**src/rtl/stq_pkg.sv**
```systemverilog
`default_nettype none
// ----------------------------------------------------------------------------
// stq_pkg
// Shared types and codes of the sorted timer queue.
// ----------------------------------------------------------------------------
package stq_pkg;

  localparam int SLOT_W  = 5;
  localparam int OWNER_W = 8;
  localparam int DATA_W  = 32;
  localparam int MODE_W  = 3;
  localparam int KIND_W  = 2;

  localparam logic [DATA_W-1:0] COUNT_MAX = 32'hffff_fffe;

  // input mode codes
  localparam logic [MODE_W-1:0] MODE_ALLOC  = 3'd0;
  localparam logic [MODE_W-1:0] MODE_FREE   = 3'd1;
  localparam logic [MODE_W-1:0] MODE_INIT   = 3'd2;
  localparam logic [MODE_W-1:0] MODE_SET    = 3'd3;
  localparam logic [MODE_W-1:0] MODE_CANCEL = 3'd4;
  localparam logic [MODE_W-1:0] MODE_TICK   = 3'd5;
  localparam logic [MODE_W-1:0] MODE_CALL   = 3'd6;

  // result kinds
  localparam logic [KIND_W-1:0] KIND_DONE   = 2'd0;
  localparam logic [KIND_W-1:0] KIND_EXPIRY = 2'd1;
  localparam logic [KIND_W-1:0] KIND_EMPTY  = 2'd2;

  // slot status codes
  localparam logic [1:0] ST_FREE  = 2'd0;
  localparam logic [1:0] ST_ALLOC = 2'd1;
  localparam logic [1:0] ST_RUN   = 2'd2;

  // config register indexes
  localparam logic REG_TASK_SLOT = 1'b0;
  localparam logic REG_TASK_EN   = 1'b1;

  localparam int FIFO_DEPTH = 2;

  typedef enum logic [2:0] {
    OP_ALLOC  = 3'd0,
    OP_FREE   = 3'd1,
    OP_INIT   = 3'd2,
    OP_SET    = 3'd3,
    OP_CANCEL = 3'd4,
    OP_TICK   = 3'd5,
    OP_CALL   = 3'd6,
    OP_NOP    = 3'd7
  } op_t;

  typedef struct packed {
    op_t                      op;
    logic [SLOT_W-1:0]        slot;
    logic [OWNER_W-1:0]       owner;
    logic signed [DATA_W-1:0] payload;
    logic                     mark;
    logic [DATA_W-1:0]        delay;
  } cmd_t;

  typedef struct packed {
    logic [KIND_W-1:0]        kind;
    logic                     ok;
    logic [SLOT_W-1:0]        slot;
    logic [OWNER_W-1:0]       owner;
    logic signed [DATA_W-1:0] payload;
    logic                     sw_req;
    logic                     last;
  } res_t;

endpackage
`default_nettype wire

```
**src/rtl/sorted_software_timer_queue.sv**
```systemverilog
`default_nettype none
// ----------------------------------------------------------------------------
// sorted_software_timer_queue
// Timer pool with a deadline-sorted list and a saturating tick count.
// ----------------------------------------------------------------------------
// Commands go through a two-entry queue to a sequencer that owns the slot
// pool and the linked list. Allocate, init, and free or cancel of a slot not
// running go from execute straight to emit. Removing a running slot walks
// the list from its head, one entry a cycle; a settime then walks again to
// insert, via a read and a compare state per entry passed. Cancel-all visits
// every slot in turn, with a walk for each running match. A tick bumps the
// count, then takes expired timers off the head. Results leave through one
// output register, so the sequencer stalls only while a result is not taken.
module sorted_software_timer_queue import stq_pkg::*; #(
  parameter int SLOTS = 32
) (
  input  wire logic                     clk,
  input  wire logic                     rst_n,
  input  wire logic                     in_valid,
  output logic                          in_ready,
  input  wire logic [MODE_W-1:0]        in_mode,
  input  wire logic [SLOT_W-1:0]        in_slot,
  input  wire logic [OWNER_W-1:0]       in_owner,
  input  wire logic signed [DATA_W-1:0] in_payload,
  input  wire logic                     in_auto_cancel,
  input  wire logic [DATA_W-1:0]        in_delay,
  output logic                          out_valid,
  input  wire logic                     out_ready,
  output logic [KIND_W-1:0]             out_kind,
  output logic                          out_ok,
  output logic [SLOT_W-1:0]             out_slot,
  output logic [OWNER_W-1:0]            out_owner,
  output logic signed [DATA_W-1:0]      out_payload,
  output logic                          out_sw_req,
  output logic                          out_last,
  input  wire logic                     psel,
  input  wire logic                     penable,
  input  wire logic                     pwrite,
  input  wire logic [2:0]               paddr,
  input  wire logic [31:0]              pwdata,
  output logic [31:0]                   prdata,
  output logic                          pready
);

  logic              push, fifo_full, pop, fifo_valid;
  cmd_t              push_data, fifo_data;
  res_t              res;
  logic [SLOT_W-1:0] task_slot_r;
  logic              task_en_r;

  assign pready = 1'b1;

  always_ff @(posedge clk) begin
    if (!rst_n) begin
      task_slot_r <= '0;
      task_en_r   <= 1'b0;
    end else if (psel && penable && pwrite) begin
      case (paddr[2])
        REG_TASK_SLOT: task_slot_r <= pwdata[SLOT_W-1:0];
        REG_TASK_EN:   task_en_r   <= pwdata[0];
        default:       task_en_r   <= task_en_r;
      endcase
    end
  end

  always_comb begin
    case (paddr[2])
      REG_TASK_SLOT: prdata = {{(32 - SLOT_W){1'b0}}, task_slot_r};
      REG_TASK_EN:   prdata = {31'd0, task_en_r};
      default:       prdata = '0;
    endcase
  end

  stq_front #(.SLOTS(SLOTS)) u_front (
    .in_valid       (in_valid),
    .in_ready       (in_ready),
    .in_mode        (in_mode),
    .in_slot        (in_slot),
    .in_owner       (in_owner),
    .in_payload     (in_payload),
    .in_auto_cancel (in_auto_cancel),
    .in_delay       (in_delay),
    .push           (push),
    .push_data      (push_data),
    .fifo_full      (fifo_full)
  );

  stq_fifo u_fifo (
    .clk       (clk),
    .rst_n     (rst_n),
    .push      (push),
    .push_data (push_data),
    .full      (fifo_full),
    .pop       (pop),
    .not_empty (fifo_valid),
    .pop_data  (fifo_data)
  );

  stq_back #(.SLOTS(SLOTS)) u_back (
    .clk        (clk),
    .rst_n      (rst_n),
    .fifo_valid (fifo_valid),
    .fifo_data  (fifo_data),
    .pop        (pop),
    .task_slot  (task_slot_r),
    .task_en    (task_en_r),
    .out_valid  (out_valid),
    .out_ready  (out_ready),
    .out_data   (res)
  );

  assign out_kind    = res.kind;
  assign out_ok      = res.ok;
  assign out_slot    = res.slot;
  assign out_owner   = res.owner;
  assign out_payload = res.payload;
  assign out_sw_req  = res.sw_req;
  assign out_last    = res.last;

endmodule
`default_nettype wire

```
**src/rtl/stq_front.sv**
```systemverilog
`default_nettype none
// ----------------------------------------------------------------------------
// stq_front
// Takes input beats and decodes them into queue commands.
// ----------------------------------------------------------------------------
module stq_front import stq_pkg::*; #(
  parameter int SLOTS = 32
) (
  input  wire logic                     in_valid,
  output logic                          in_ready,
  input  wire logic [MODE_W-1:0]        in_mode,
  input  wire logic [SLOT_W-1:0]        in_slot,
  input  wire logic [OWNER_W-1:0]       in_owner,
  input  wire logic signed [DATA_W-1:0] in_payload,
  input  wire logic                     in_auto_cancel,
  input  wire logic [DATA_W-1:0]        in_delay,
  output logic                          push,
  output cmd_t                          push_data,
  input  wire logic                     fifo_full
);

  logic inr;

  assign inr      = ({1'b0, in_slot} < (SLOT_W + 1)'(SLOTS));
  assign in_ready = !fifo_full;
  assign push     = in_valid && !fifo_full;

  always_comb begin
    push_data.slot    = in_slot;
    push_data.owner   = in_owner;
    push_data.payload = in_payload;
    push_data.mark    = in_auto_cancel;
    push_data.delay   = in_delay;
    case (in_mode)
      MODE_ALLOC:  push_data.op = OP_ALLOC;
      MODE_FREE:   push_data.op = inr ? OP_FREE : OP_NOP;
      MODE_INIT:   push_data.op = inr ? OP_INIT : OP_NOP;
      MODE_SET:    push_data.op = inr ? OP_SET : OP_NOP;
      MODE_CANCEL: push_data.op = inr ? OP_CANCEL : OP_NOP;
      MODE_TICK:   push_data.op = OP_TICK;
      MODE_CALL:   push_data.op = OP_CALL;
      default:     push_data.op = OP_NOP;
    endcase
  end

endmodule
`default_nettype wire

```
**src/rtl/stq_fifo.sv**
```systemverilog
`default_nettype none
// ----------------------------------------------------------------------------
// stq_fifo
// Short command queue between front and back.
// ----------------------------------------------------------------------------
module stq_fifo import stq_pkg::*; (
  input  wire logic clk,
  input  wire logic rst_n,
  input  wire logic push,
  input  wire cmd_t push_data,
  output logic      full,
  input  wire logic pop,
  output logic      not_empty,
  output cmd_t      pop_data
);

  localparam int PW = $clog2(FIFO_DEPTH);
  localparam int CW = $clog2(FIFO_DEPTH + 1);

  cmd_t          mem_r [FIFO_DEPTH];
  logic [PW-1:0] wp_r, wp_nxt, rp_r, rp_nxt;
  logic [CW-1:0] cnt_r, cnt_nxt;

  assign full      = (cnt_r == CW'(FIFO_DEPTH));
  assign not_empty = (cnt_r != '0);
  assign pop_data  = mem_r[rp_r];

  always_comb begin
    wp_nxt  = (push && wp_r == PW'(FIFO_DEPTH - 1)) ? '0 : wp_r + PW'(push);
    rp_nxt  = (pop && rp_r == PW'(FIFO_DEPTH - 1)) ? '0 : rp_r + PW'(pop);
    cnt_nxt = cnt_r + CW'(push) - CW'(pop);
  end

  always_ff @(posedge clk) begin
    if (!rst_n) begin
      wp_r  <= '0;
      rp_r  <= '0;
      cnt_r <= '0;
    end else begin
      wp_r  <= wp_nxt;
      rp_r  <= rp_nxt;
      cnt_r <= cnt_nxt;
    end
  end

  always_ff @(posedge clk) begin
    if (push) begin
      mem_r[wp_r] <= push_data;
    end
  end

endmodule
`default_nettype wire

```
**src/rtl/stq_back.sv**
```systemverilog
`default_nettype none
// ----------------------------------------------------------------------------
// stq_back
// Executes commands on the slot pool and the deadline-sorted list.
// ----------------------------------------------------------------------------
module stq_back import stq_pkg::*; #(
  parameter int SLOTS = 32
) (
  input  wire logic              clk,
  input  wire logic              rst_n,
  input  wire logic              fifo_valid,
  input  wire cmd_t              fifo_data,
  output logic                   pop,
  input  wire logic [SLOT_W-1:0] task_slot,
  input  wire logic              task_en,
  output logic                   out_valid,
  input  wire logic              out_ready,
  output res_t                   out_data
);

  localparam int IW = (SLOTS > 1) ? $clog2(SLOTS) : 1;
  localparam int LW = $clog2(SLOTS + 1);
  localparam logic [LW-1:0] NIL = LW'(SLOTS);

  typedef enum logic [12:0] {
    S_IDLE = 13'b0000000000001,
    S_EXEC = 13'b0000000000010,
    S_UNL0 = 13'b0000000000100,
    S_UNLW = 13'b0000000001000,
    S_POST = 13'b0000000010000,
    S_INS0 = 13'b0000000100000,
    S_INSW = 13'b0000001000000,
    S_INSC = 13'b0000010000000,
    S_INSF = 13'b0000100000000,
    S_CALL = 13'b0001000000000,
    S_EXP  = 13'b0010000000000,
    S_EMIT = 13'b0100000000000,
    S_SPARE = 13'b1000000000000
  } state_t;

  state_t state_r, state_nxt;
  cmd_t   cmd_r, cmd_nxt;
  res_t   res_r, res_nxt, pend_r, pend_nxt, out_r, emit_data;
  logic   out_valid_r, pend_v_r, pend_v_nxt, emit_go, can_emit;

  logic [IW-1:0]     u_r, u_nxt, p_r, p_nxt;
  logic [LW-1:0]     lu_r, lu_nxt, n_r, n_nxt, head_r, head_nxt, i_r, i_nxt;
  logic [DATA_W-1:0] d_r, d_nxt, cnt_r, cnt_nxt;

  // slot pool
  logic [1:0]               status_r [SLOTS];
  logic                     mark_r   [SLOTS];
  logic [OWNER_W-1:0]       owner_r  [SLOTS];
  logic signed [DATA_W-1:0] pay_r    [SLOTS];
  logic [DATA_W-1:0]        dl_r     [SLOTS];
  logic [LW-1:0]            link_r   [SLOTS];

  logic [IW-1:0] la, da, oa, sa, st_wa, lk_wa, alloc_idx, s_idx, head_idx;
  logic [LW-1:0] link_rd, lk_wd;
  logic [DATA_W-1:0] dl_rd;
  logic [1:0]    st_rd, st_wd;
  logic          st_we, lk_we, dl_we, init_we, mark_clr, any_free, expire;

  assign s_idx    = cmd_r.slot[IW-1:0];
  assign head_idx = head_r[IW-1:0];
  assign link_rd  = link_r[la];
  assign dl_rd    = dl_r[da];
  assign st_rd    = status_r[sa];
  assign can_emit = !out_valid_r || out_ready;
  assign expire   = (head_r < NIL) && (dl_rd <= cnt_r);
  assign out_valid = out_valid_r;
  assign out_data  = out_r;

  // lowest free slot
  always_comb begin
    any_free  = 1'b0;
    alloc_idx = '0;
    for (int k = SLOTS - 1; k >= 0; k--) begin
      if (status_r[k] == ST_FREE) begin
        any_free  = 1'b1;
        alloc_idx = IW'(k);
      end
    end
  end

  always_comb begin
    state_nxt  = state_r;
    cmd_nxt    = cmd_r;
    res_nxt    = res_r;
    pend_nxt   = pend_r;
    pend_v_nxt = pend_v_r;
    u_nxt      = u_r;
    p_nxt      = p_r;
    lu_nxt     = lu_r;
    n_nxt      = n_r;
    head_nxt   = head_r;
    i_nxt      = i_r;
    d_nxt      = d_r;
    cnt_nxt    = cnt_r;
    pop        = 1'b0;
    emit_go    = 1'b0;
    emit_data  = res_r;
    st_we      = 1'b0;
    st_wa      = s_idx;
    st_wd      = ST_FREE;
    lk_we      = 1'b0;
    lk_wa      = p_r;
    lk_wd      = n_r;
    dl_we      = 1'b0;
    init_we    = 1'b0;
    mark_clr   = 1'b0;
    la         = u_r;
    da         = head_idx;
    oa         = head_idx;
    sa         = s_idx;
    case (state_r)
      S_IDLE: begin
        if (fifo_valid) begin
          pop       = 1'b1;
          cmd_nxt   = fifo_data;
          state_nxt = S_EXEC;
        end
      end
      S_EXEC: begin
        res_nxt      = '0;
        res_nxt.kind = KIND_DONE;
        res_nxt.last = 1'b1;
        u_nxt        = s_idx;
        state_nxt    = S_EMIT;
        case (cmd_r.op)
          OP_ALLOC: begin
            if (any_free) begin
              st_we       = 1'b1;
              st_wa       = alloc_idx;
              st_wd       = ST_ALLOC;
              mark_clr    = 1'b1;
              res_nxt.ok  = 1'b1;
              res_nxt.slot = SLOT_W'(alloc_idx);
            end
          end
          OP_FREE: begin
            if (st_rd == ST_RUN) begin
              state_nxt = S_UNL0;
            end else begin
              st_we = 1'b1;
            end
          end
          OP_INIT: init_we = 1'b1;
          OP_SET: begin
            if (st_rd != ST_FREE) begin
              d_nxt = cmd_r.delay + cnt_r;
              dl_we = 1'b1;
              st_we = 1'b1;
              st_wd = ST_RUN;
              state_nxt = (st_rd == ST_RUN) ? S_UNL0 : S_INS0;
            end
          end
          OP_CANCEL: begin
            if (st_rd == ST_RUN) begin
              st_we      = 1'b1;
              st_wd      = ST_ALLOC;
              res_nxt.ok = 1'b1;
              state_nxt  = S_UNL0;
            end
          end
          OP_TICK: begin
            cnt_nxt    = (cnt_r < COUNT_MAX) ? cnt_r + DATA_W'(1) : cnt_r;
            pend_v_nxt = 1'b0;
            state_nxt  = S_EXP;
          end
          OP_CALL: begin
            i_nxt     = '0;
            state_nxt = S_CALL;
          end
          default: state_nxt = S_EMIT;
        endcase
      end
      S_UNL0: begin
        la = u_r;
        if (head_r == LW'(u_r)) begin
          head_nxt  = link_rd;
          state_nxt = S_POST;
        end else begin
          lu_nxt    = link_rd;
          p_nxt     = head_idx;
          state_nxt = S_UNLW;
        end
      end
      S_UNLW: begin
        // walk to the predecessor of the slot being removed
        la = p_r;
        if (link_rd == LW'(u_r)) begin
          lk_we     = 1'b1;
          lk_wa     = p_r;
          lk_wd     = lu_r;
          state_nxt = S_POST;
        end else if (link_rd >= NIL) begin
          state_nxt = S_POST;
        end else begin
          p_nxt = link_rd[IW-1:0];
        end
      end
      S_POST: begin
        state_nxt = S_EMIT;
        case (cmd_r.op)
          OP_FREE: begin
            st_we = 1'b1;
            st_wa = u_r;
          end
          OP_SET: state_nxt = S_INS0;
          OP_CALL: begin
            st_we     = 1'b1;
            st_wa     = u_r;
            i_nxt     = i_r + LW'(1);
            state_nxt = S_CALL;
          end
          default: state_nxt = S_EMIT;
        endcase
      end
      S_INS0: begin
        da = head_idx;
        if (head_r >= NIL || d_r <= dl_rd) begin
          lk_we     = 1'b1;
          lk_wa     = u_r;
          lk_wd     = head_r;
          head_nxt  = LW'(u_r);
          state_nxt = S_EMIT;
        end else begin
          p_nxt     = head_idx;
          state_nxt = S_INSW;
        end
      end
      S_INSW: begin
        la        = p_r;
        n_nxt     = link_rd;
        state_nxt = S_INSC;
      end
      S_INSC: begin
        // new entry goes ahead of equal deadlines
        da = n_r[IW-1:0];
        if (n_r >= NIL || d_r <= dl_rd) begin
          lk_we     = 1'b1;
          lk_wa     = p_r;
          lk_wd     = LW'(u_r);
          state_nxt = S_INSF;
        end else begin
          p_nxt     = n_r[IW-1:0];
          state_nxt = S_INSW;
        end
      end
      S_INSF: begin
        lk_we     = 1'b1;
        lk_wa     = u_r;
        lk_wd     = n_r;
        state_nxt = S_EMIT;
      end
      S_CALL: begin
        sa = i_r[IW-1:0];
        oa = i_r[IW-1:0];
        if (i_r == NIL) begin
          state_nxt = S_EMIT;
        end else if (st_rd != ST_FREE && mark_r[oa] && owner_r[oa] == cmd_r.owner) begin
          if (st_rd == ST_RUN) begin
            u_nxt     = i_r[IW-1:0];
            state_nxt = S_UNL0;
          end else begin
            st_we = 1'b1;
            st_wa = i_r[IW-1:0];
            i_nxt = i_r + LW'(1);
          end
        end else begin
          i_nxt = i_r + LW'(1);
        end
      end
      S_EXP: begin
        // one expiry is held back until the next head shows whether it is last
        la = head_idx;
        da = head_idx;
        oa = head_idx;
        if (expire) begin
          if (!pend_v_r || can_emit) begin
            if (pend_v_r) begin
              emit_go   = 1'b1;
              emit_data = pend_r;
            end
            pend_nxt         = '0;
            pend_nxt.kind    = KIND_EXPIRY;
            pend_nxt.slot    = SLOT_W'(head_idx);
            pend_nxt.owner   = owner_r[oa];
            pend_nxt.payload = pay_r[oa];
            pend_nxt.sw_req  = task_en && (SLOT_W'(head_idx) == task_slot);
            pend_v_nxt       = 1'b1;
            st_we            = 1'b1;
            st_wa            = head_idx;
            st_wd            = ST_ALLOC;
            head_nxt         = link_rd;
          end
        end else if (can_emit) begin
          emit_go = 1'b1;
          if (pend_v_r) begin
            emit_data      = pend_r;
            emit_data.last = 1'b1;
          end else begin
            emit_data      = '0;
            emit_data.kind = KIND_EMPTY;
            emit_data.last = 1'b1;
          end
          state_nxt = S_IDLE;
        end
      end
      S_EMIT: begin
        if (can_emit) begin
          emit_go   = 1'b1;
          state_nxt = S_IDLE;
        end
      end
      default: state_nxt = S_IDLE;
    endcase
  end

  always_ff @(posedge clk) begin
    if (!rst_n) begin
      state_r     <= S_IDLE;
      out_valid_r <= 1'b0;
      pend_v_r    <= 1'b0;
      head_r      <= NIL;
      cnt_r       <= '0;
      for (int k = 0; k < SLOTS; k++) begin
        status_r[k] <= ST_FREE;
      end
    end else begin
      state_r  <= state_nxt;
      pend_v_r <= pend_v_nxt;
      head_r   <= head_nxt;
      cnt_r    <= cnt_nxt;
      if (emit_go) begin
        out_valid_r <= 1'b1;
      end else if (out_ready) begin
        out_valid_r <= 1'b0;
      end
      if (st_we) begin
        status_r[st_wa] <= st_wd;
      end
    end
  end

  always_ff @(posedge clk) begin
    cmd_r  <= cmd_nxt;
    res_r  <= res_nxt;
    pend_r <= pend_nxt;
    u_r    <= u_nxt;
    p_r    <= p_nxt;
    lu_r   <= lu_nxt;
    n_r    <= n_nxt;
    i_r    <= i_nxt;
    d_r    <= d_nxt;
    if (emit_go) begin
      out_r <= emit_data;
    end
    if (lk_we) begin
      link_r[lk_wa] <= lk_wd;
    end
    if (dl_we) begin
      dl_r[s_idx] <= d_nxt;
    end
    if (init_we) begin
      owner_r[s_idx] <= cmd_r.owner;
      pay_r[s_idx]   <= cmd_r.payload;
    end
    if (init_we) begin
      mark_r[s_idx] <= cmd_r.mark;
    end else if (mark_clr) begin
      mark_r[alloc_idx] <= 1'b0;
    end
  end

endmodule
`default_nettype wire
```
**config.mk**
```make
export PLATFORM = sky130hd
export DESIGN_NAME = sorted_software_timer_queue
export DESIGN_NICKNAME = d
export VERILOG_FILES = /design/src/rtl/stq_pkg.sv /design/src/rtl/sorted_software_timer_queue.sv /design/src/rtl/stq_front.sv /design/src/rtl/stq_fifo.sv /design/src/rtl/stq_back.sv
export SDC_FILE = /design/constraint.sdc
export NUM_CORES = 2
export LEC_CHECK = 0
export BUFFER_PORTS_ARGS = -buffer_cell sky130_fd_sc_hd__buf_2
export CAP_MARGIN = 10
export CORE_ASPECT_RATIO = 0.6
export CORE_MARGIN = 3
export CORE_UTILIZATION = 30
export DETAILED_ROUTE_END_ITERATION = 8
export SLEW_MARGIN = 20
export SYNTH_ARGS = -nofsm -noshare
export SYNTH_HDL_FRONTEND = slang
export SYNTH_HIERARCHICAL = 1
export SYNTH_SLANG_ARGS = --single-unit
```
**constraint.sdc**
```tcl
create_clock -name clk -period 11.6 [get_ports clk]
set_input_delay 1.74 -clock clk [delete_from_list [all_inputs] [get_ports clk]]
set_output_delay 1.74 -clock clk [all_outputs]
set_load 0.03 [all_outputs]
```
After elaboration in Yosys (flattened, before gate mapping)
Memories as Yosys holds them, arrays and structs flattened. A register that Yosys moved wholly into a read port is not among the register bits.
Index checks and enable logic that the tools add are counted.
Storage, ports and cells
  register bits: 185
  output and inout port bits: 85
  memory bits (writable): 2754
  memories kept: 7
  logic and storage cells: 378
  input port bits: 123
Memory list
  u_back.dl_r: depth 32, width 32, read ports 1, clocked after Yosys merged registers in 0, wr ports 1, RTL line stq_back.sv:55  | logic [DATA_W-1:0] dl_r [SLOTS];
  u_back.pay_r: depth 32, width 32, read ports 1, clocked after Yosys merged registers in 1, wr ports 1, RTL line stq_back.sv:54  | logic signed [DATA_W-1:0] pay_r [SLOTS];
  u_back.owner_r: depth 32, width 8, read ports 2, clocked after Yosys merged registers in 2, wr ports 1, RTL line stq_back.sv:53  | logic [OWNER_W-1:0] owner_r [SLOTS];
  u_back.link_r: depth 32, width 6, read ports 1, clocked after Yosys merged registers in 0, wr ports 1, RTL line stq_back.sv:56  | logic [LW-1:0] link_r [SLOTS];
  u_fifo.mem_r: depth 2, width 81, read ports 1, clocked after Yosys merged registers in 1, wr ports 1, RTL line stq_fifo.sv:20  | cmd_t mem_r [FIFO_DEPTH];
  u_back.status_r: depth 32, width 2, read ports 33, clocked after Yosys merged registers in 0, wr ports 32, RTL line stq_back.sv:51  | logic [1:0] status_r [SLOTS];
  +1 memories
Cells by class
  add/subtract/negate cells: 7
  equality and inequality tests: 52
  magnitude comparators: 7
  bitwise logic cells: 3
  mux-type cells: 197
  reduce and logical (&&, ||, !) cells: 78
Operator list (count)
  2-to-1 mux 5 bit: 56
  2-to-1 mux 50 bit: 4
  case mux 13 bit (12 select lines): 1
  2-to-1 mux 13 bit: 9
  2-to-1 mux 32 bit: 3
  2-to-1 mux 6 bit: 14
  2-to-1 mux 1 bit: 82
  less-or-equal comparator 32 bit: 2
  logical NOT 2 bit: 32
  case mux 32 bit (2 select lines): 1
  case mux 6 bit (3 select lines): 3
  case mux 13 bit (4 select lines): 1
  2-to-1 mux 49 bit: 1
  2-to-1 mux 48 bit: 1
  case mux 5 bit (4 select lines): 2
  adder 32 x 1 -> 32 bit (second input constant): 1
  adder 32 bit: 1
  less-than comparator 32 bit (second input constant): 1
  case mux 5 bit (2 select lines): 3
  2-to-1 mux 12 bit: 2
  case mux 12 bit (2 select lines): 1
  case mux 3 bit (7 select lines): 1
  equality test 3 bit (second input constant): 6
  >= comparator 6 bit (second input constant): 3
  other kinds (49): 113

Longest topological paths before layout
An unclocked memory read counts as a cell.
  depth after elaboration: 42
  mapped depth: 30
  mapped depth without buffers: 23

Cells and area by module
Netlist, hierarchy kept.
By module, submodules not included
  stq_back: area each 118384.8 µm², seq. area each 85952.4 µm², cells an instance 6227, instances 1
  stq_fifo: area each 6466.2 µm², seq. area each 4944.7 µm², cells an instance 271, instances 1
  stq_front: area each 606.8 µm², seq. area each 0.0 µm², cells an instance 83, instances 1
  sorted_software_timer_queue: area each 516.7 µm², seq. area each 120.1 µm², cells an instance 62, instances 1

Worst setup path before layout
OpenSTA, ideal clock, no wires.
  path type: flip-flop to flip-flop
  start: register u_back.state_r[4]
  end: memory u_back.status_r[12][0], enable pin
  data required time: 11.262 ns
  library setup time: 0.338 ns
  path buffers: 7
  path slack: -0.212 ns
  cell stages (with the launch flop): 29
  period minus slack after synthesis: 11.812 ns
  arrival: 11.474 ns
  cells stage by stage: dfxtp_1 -> buf_2 -> nor4_1 -> and2_1 -> buf_2 -> nand4b_1 -> clkbuf_1 -> mux2i_1 -> clkbuf_1 -> buf_2 -> buf_1 -> mux4_2 -> nand2_1 -> a31oi_1 -> mux2i_1 -> inv_1 -> ha_1 -> a21o_1 -> a21o_1 -> a221o_1 -> a2111oi_0 -> a21oi_1 -> nor4_1 -> a221o_1 -> o22ai_1 -> nor2_1 -> nand3b_1 -> buf_2 -> o31ai_1
RTL lines
  from (decl): RTL line stq_back.sv:41  | state_t state_r, state_nxt;
  from (signal assigned): RTL line stq_back.sv:332  | state_r <= state_nxt;
  to (decl): RTL line stq_back.sv:51

==> metrics.txt <==
status complete, no violations; # Post-CTS Setup Buffers 0; unrepaired setup endpoints after global routing false; clock root cell clkbuf_16; Synth Instances 6,643; Worst-Skew Late Latency 930 ps; sequential-to-total area share from yosys stat 0.723; Num CTS Buffers 301; Rel. slew slack 0.203; mapped cell area 0.126 sq mm; fin worst setup slack 1430 ps; EDFF count, synth 2,965; Async S/R FF share, synth 0; Setup CP Type flip-flop to flip-flop; Period minus WS final 10,170 ps; routed via count 67,000; Rows 183; max-cap violations 0; total track usage 0.155; min-delay worst type flip-flop to flip-flop; synth cell count leaders edfxtp_1 (2,965), mux4_2 (740), nand2_1 (330), nor2_1 (247), clkbuf_1 (221); fmax 0.0983 GHz; met3 wire len 32,600 um; H-tree levels 5; crit path capture type flip-flop; DRT Pass-1 Iters 6; DRT antenna net count 0; Final Max Slew Viols 0; Worst Skew 93.9 ps; final hold vios 0; peak supply drop 129 uV; top_reg_cell synth edfxtp_1; Die X 843 um; share of cells above drive strength 1 0.257; Required @ worst endpoint 12,120 ps; via density per instance 5.29; number of global-route vias before repair 65,600; WL met1 150,000 um; Syn-to-layout area delta 14.2%; I/O pins 208; drt wl/cell 27.1 um; Post-DP HPWL 190,000 um; placer congestion estimate 0.891; final setup TNS 0 ps; period utilisation layout 0.877; Netlist cell types 93; Post-route DRC 0; setup violators final 0; CTS tree built; Die Ht 508 um; count leader, synth edfxtp_1; hold_buf cts 0; # port buffers 150; initial antenna violation count 23; Arrival @ worst endpoint 10,690 ps; Setup crit start kind flip-flop; syn avg cell area 19.0 sq um; worst-margin pin slew 1190 ps; Final #Nets 7,096; Power, Total 26.0 mW; slowest stage cell on the critical path nand3b_1; leak pwr 45.7 nW; hold path depth 2; final WL 343,000 um; Power Density 180 mW/mm^2; pin count of the biggest net entering global routing 139; met2 wire length 153,000 um; Synth Warn # 6; Yosys reg bits 3,064; Starting Density 0.303; post-synth top area cell edfxtp_1; Synth area leaders edfxtp_1 (71%), mux4_2 (13%), dfxtp_1 (1.6%), mux2i_1 (1.1%), ha_1 (1.0%); highest routed layer met5; slowest stage delay, CP 830 ps; DIE AREA 0.428 sq mm; initial drt markers 8,825; global-route wire length before repair 488,000 um; Post-CTS Resized 0; Place WS 1660 ps; CTS Buffer Depth 4; CP max FO 25; core box area 0.416 sq mm; clk sinks 3,064; GRT overflow 0; worst reg2reg path depth 26; Finished Core Util 0.346; Synth top area share 0.707; Reg clk slew, reported paths 70 ps
per-layer routing:
layer  vias to the layer above  track usage
li1                      27500            -
met1                     35800        0.232
met2                      3284        0.233
met3                       486       0.0308
met4                         4       0.0361
met5                         -            0
power breakdown:
group | switching (mW) | internal, mW | leakage (nW)
sequential | 0.555 | 13.3 | 27.9
clock | 4.22 | 5.54 | 4.70
combinational | 1.64 | 0.665 | 13.0
total | 6.42 | 19.5 | 45.7
final cells by class:
cell class	count	area, sq um
fill	38700	272000
clock inverter	168	1670
timing repair buffer	367	2640
inverter	105	394
tap	5550	6940
multi-input combinational	3030	33100
clock buffer	370	7980
sequential	3064	91000
antenna	10	25.0
critical path: cells and delay by family (launching register included):
family / cells / cell delay, ps
AO/OA/AOI/OAI: 6 / 2110
adder cells (fa/ha/maj): 1 / 320
buffers and inverters: 5 / 1030
flip-flops: 1 / 400
multiplexers: 3 / 1630
AND/OR/NAND/NOR: 11 / 4230
registers in the layout (all words and copies together) (netlist names), 6 cells and up, named ones only:
register and cells:
u_back/dl_r 1024, u_back/pay_r 1024, u_back/owner_r 256, u_back/link_r 192
u_fifo/mem_r 162, u_back/cmd_r 76, u_back/status_r 64, u_back/out_data 50
u_back/pend_r 46, u_back/cnt_r 32, u_back/d_r 32, u_back/mark_r 32
u_back/state_r 12, u_back/head_r 6, u_back/i_r 6, u_back/lu_r 6
u_back/n_r 6, u_back/res_r 6
per-stage QoR:
stage	cell area, sq um	std cells	hold WS [ps]
2_1_floorplan	126000	6669	406
3_3_place_gp	134000	12100	469
3_5_place_dp	134000	12100	481
4_1_cts	144000	12700	489
5_1_grt	144000	12700	514
6_report	144000	12700	488
logic make-up after synthesis:
kind of cell               share of synthesized area
AOI/OAI and AO/OA                             0.0378
xor gates and xnor gates                     0.00581
adders and majority gates                     0.0104
buffers and inverters                         0.0220
DFF                                            0.723
muxes                                          0.158
other                                      0.0000596
and+or+nand+nor                               0.0433
worst paths after layout:
path / to / slack [ps] / from
setup / recovery: u_back/status_r[3][1] / 1430 / u_back/state_r[4]
hold / removal: task_slot_r[0] / 490 / task_slot_r[0]
setup reg to reg: u_back/status_r[3][1] / 1430 / u_back/state_r[4]
hold reg to reg: task_slot_r[0] / 490 / task_slot_r[0]
placed cells by master (no fill, tap or decap), types with 126 or more instances in the layout:
cell type and instances:
nor2_1 183, buf_2 150, mux4_2 740, mux2i_1 136, a211oi_1 129, buf_4 196
nand2_1 329, clkbuf_16 309, edfxtp_1 2965, and2_1 126
Note: power is estimated with default switching activity, not from simulation.
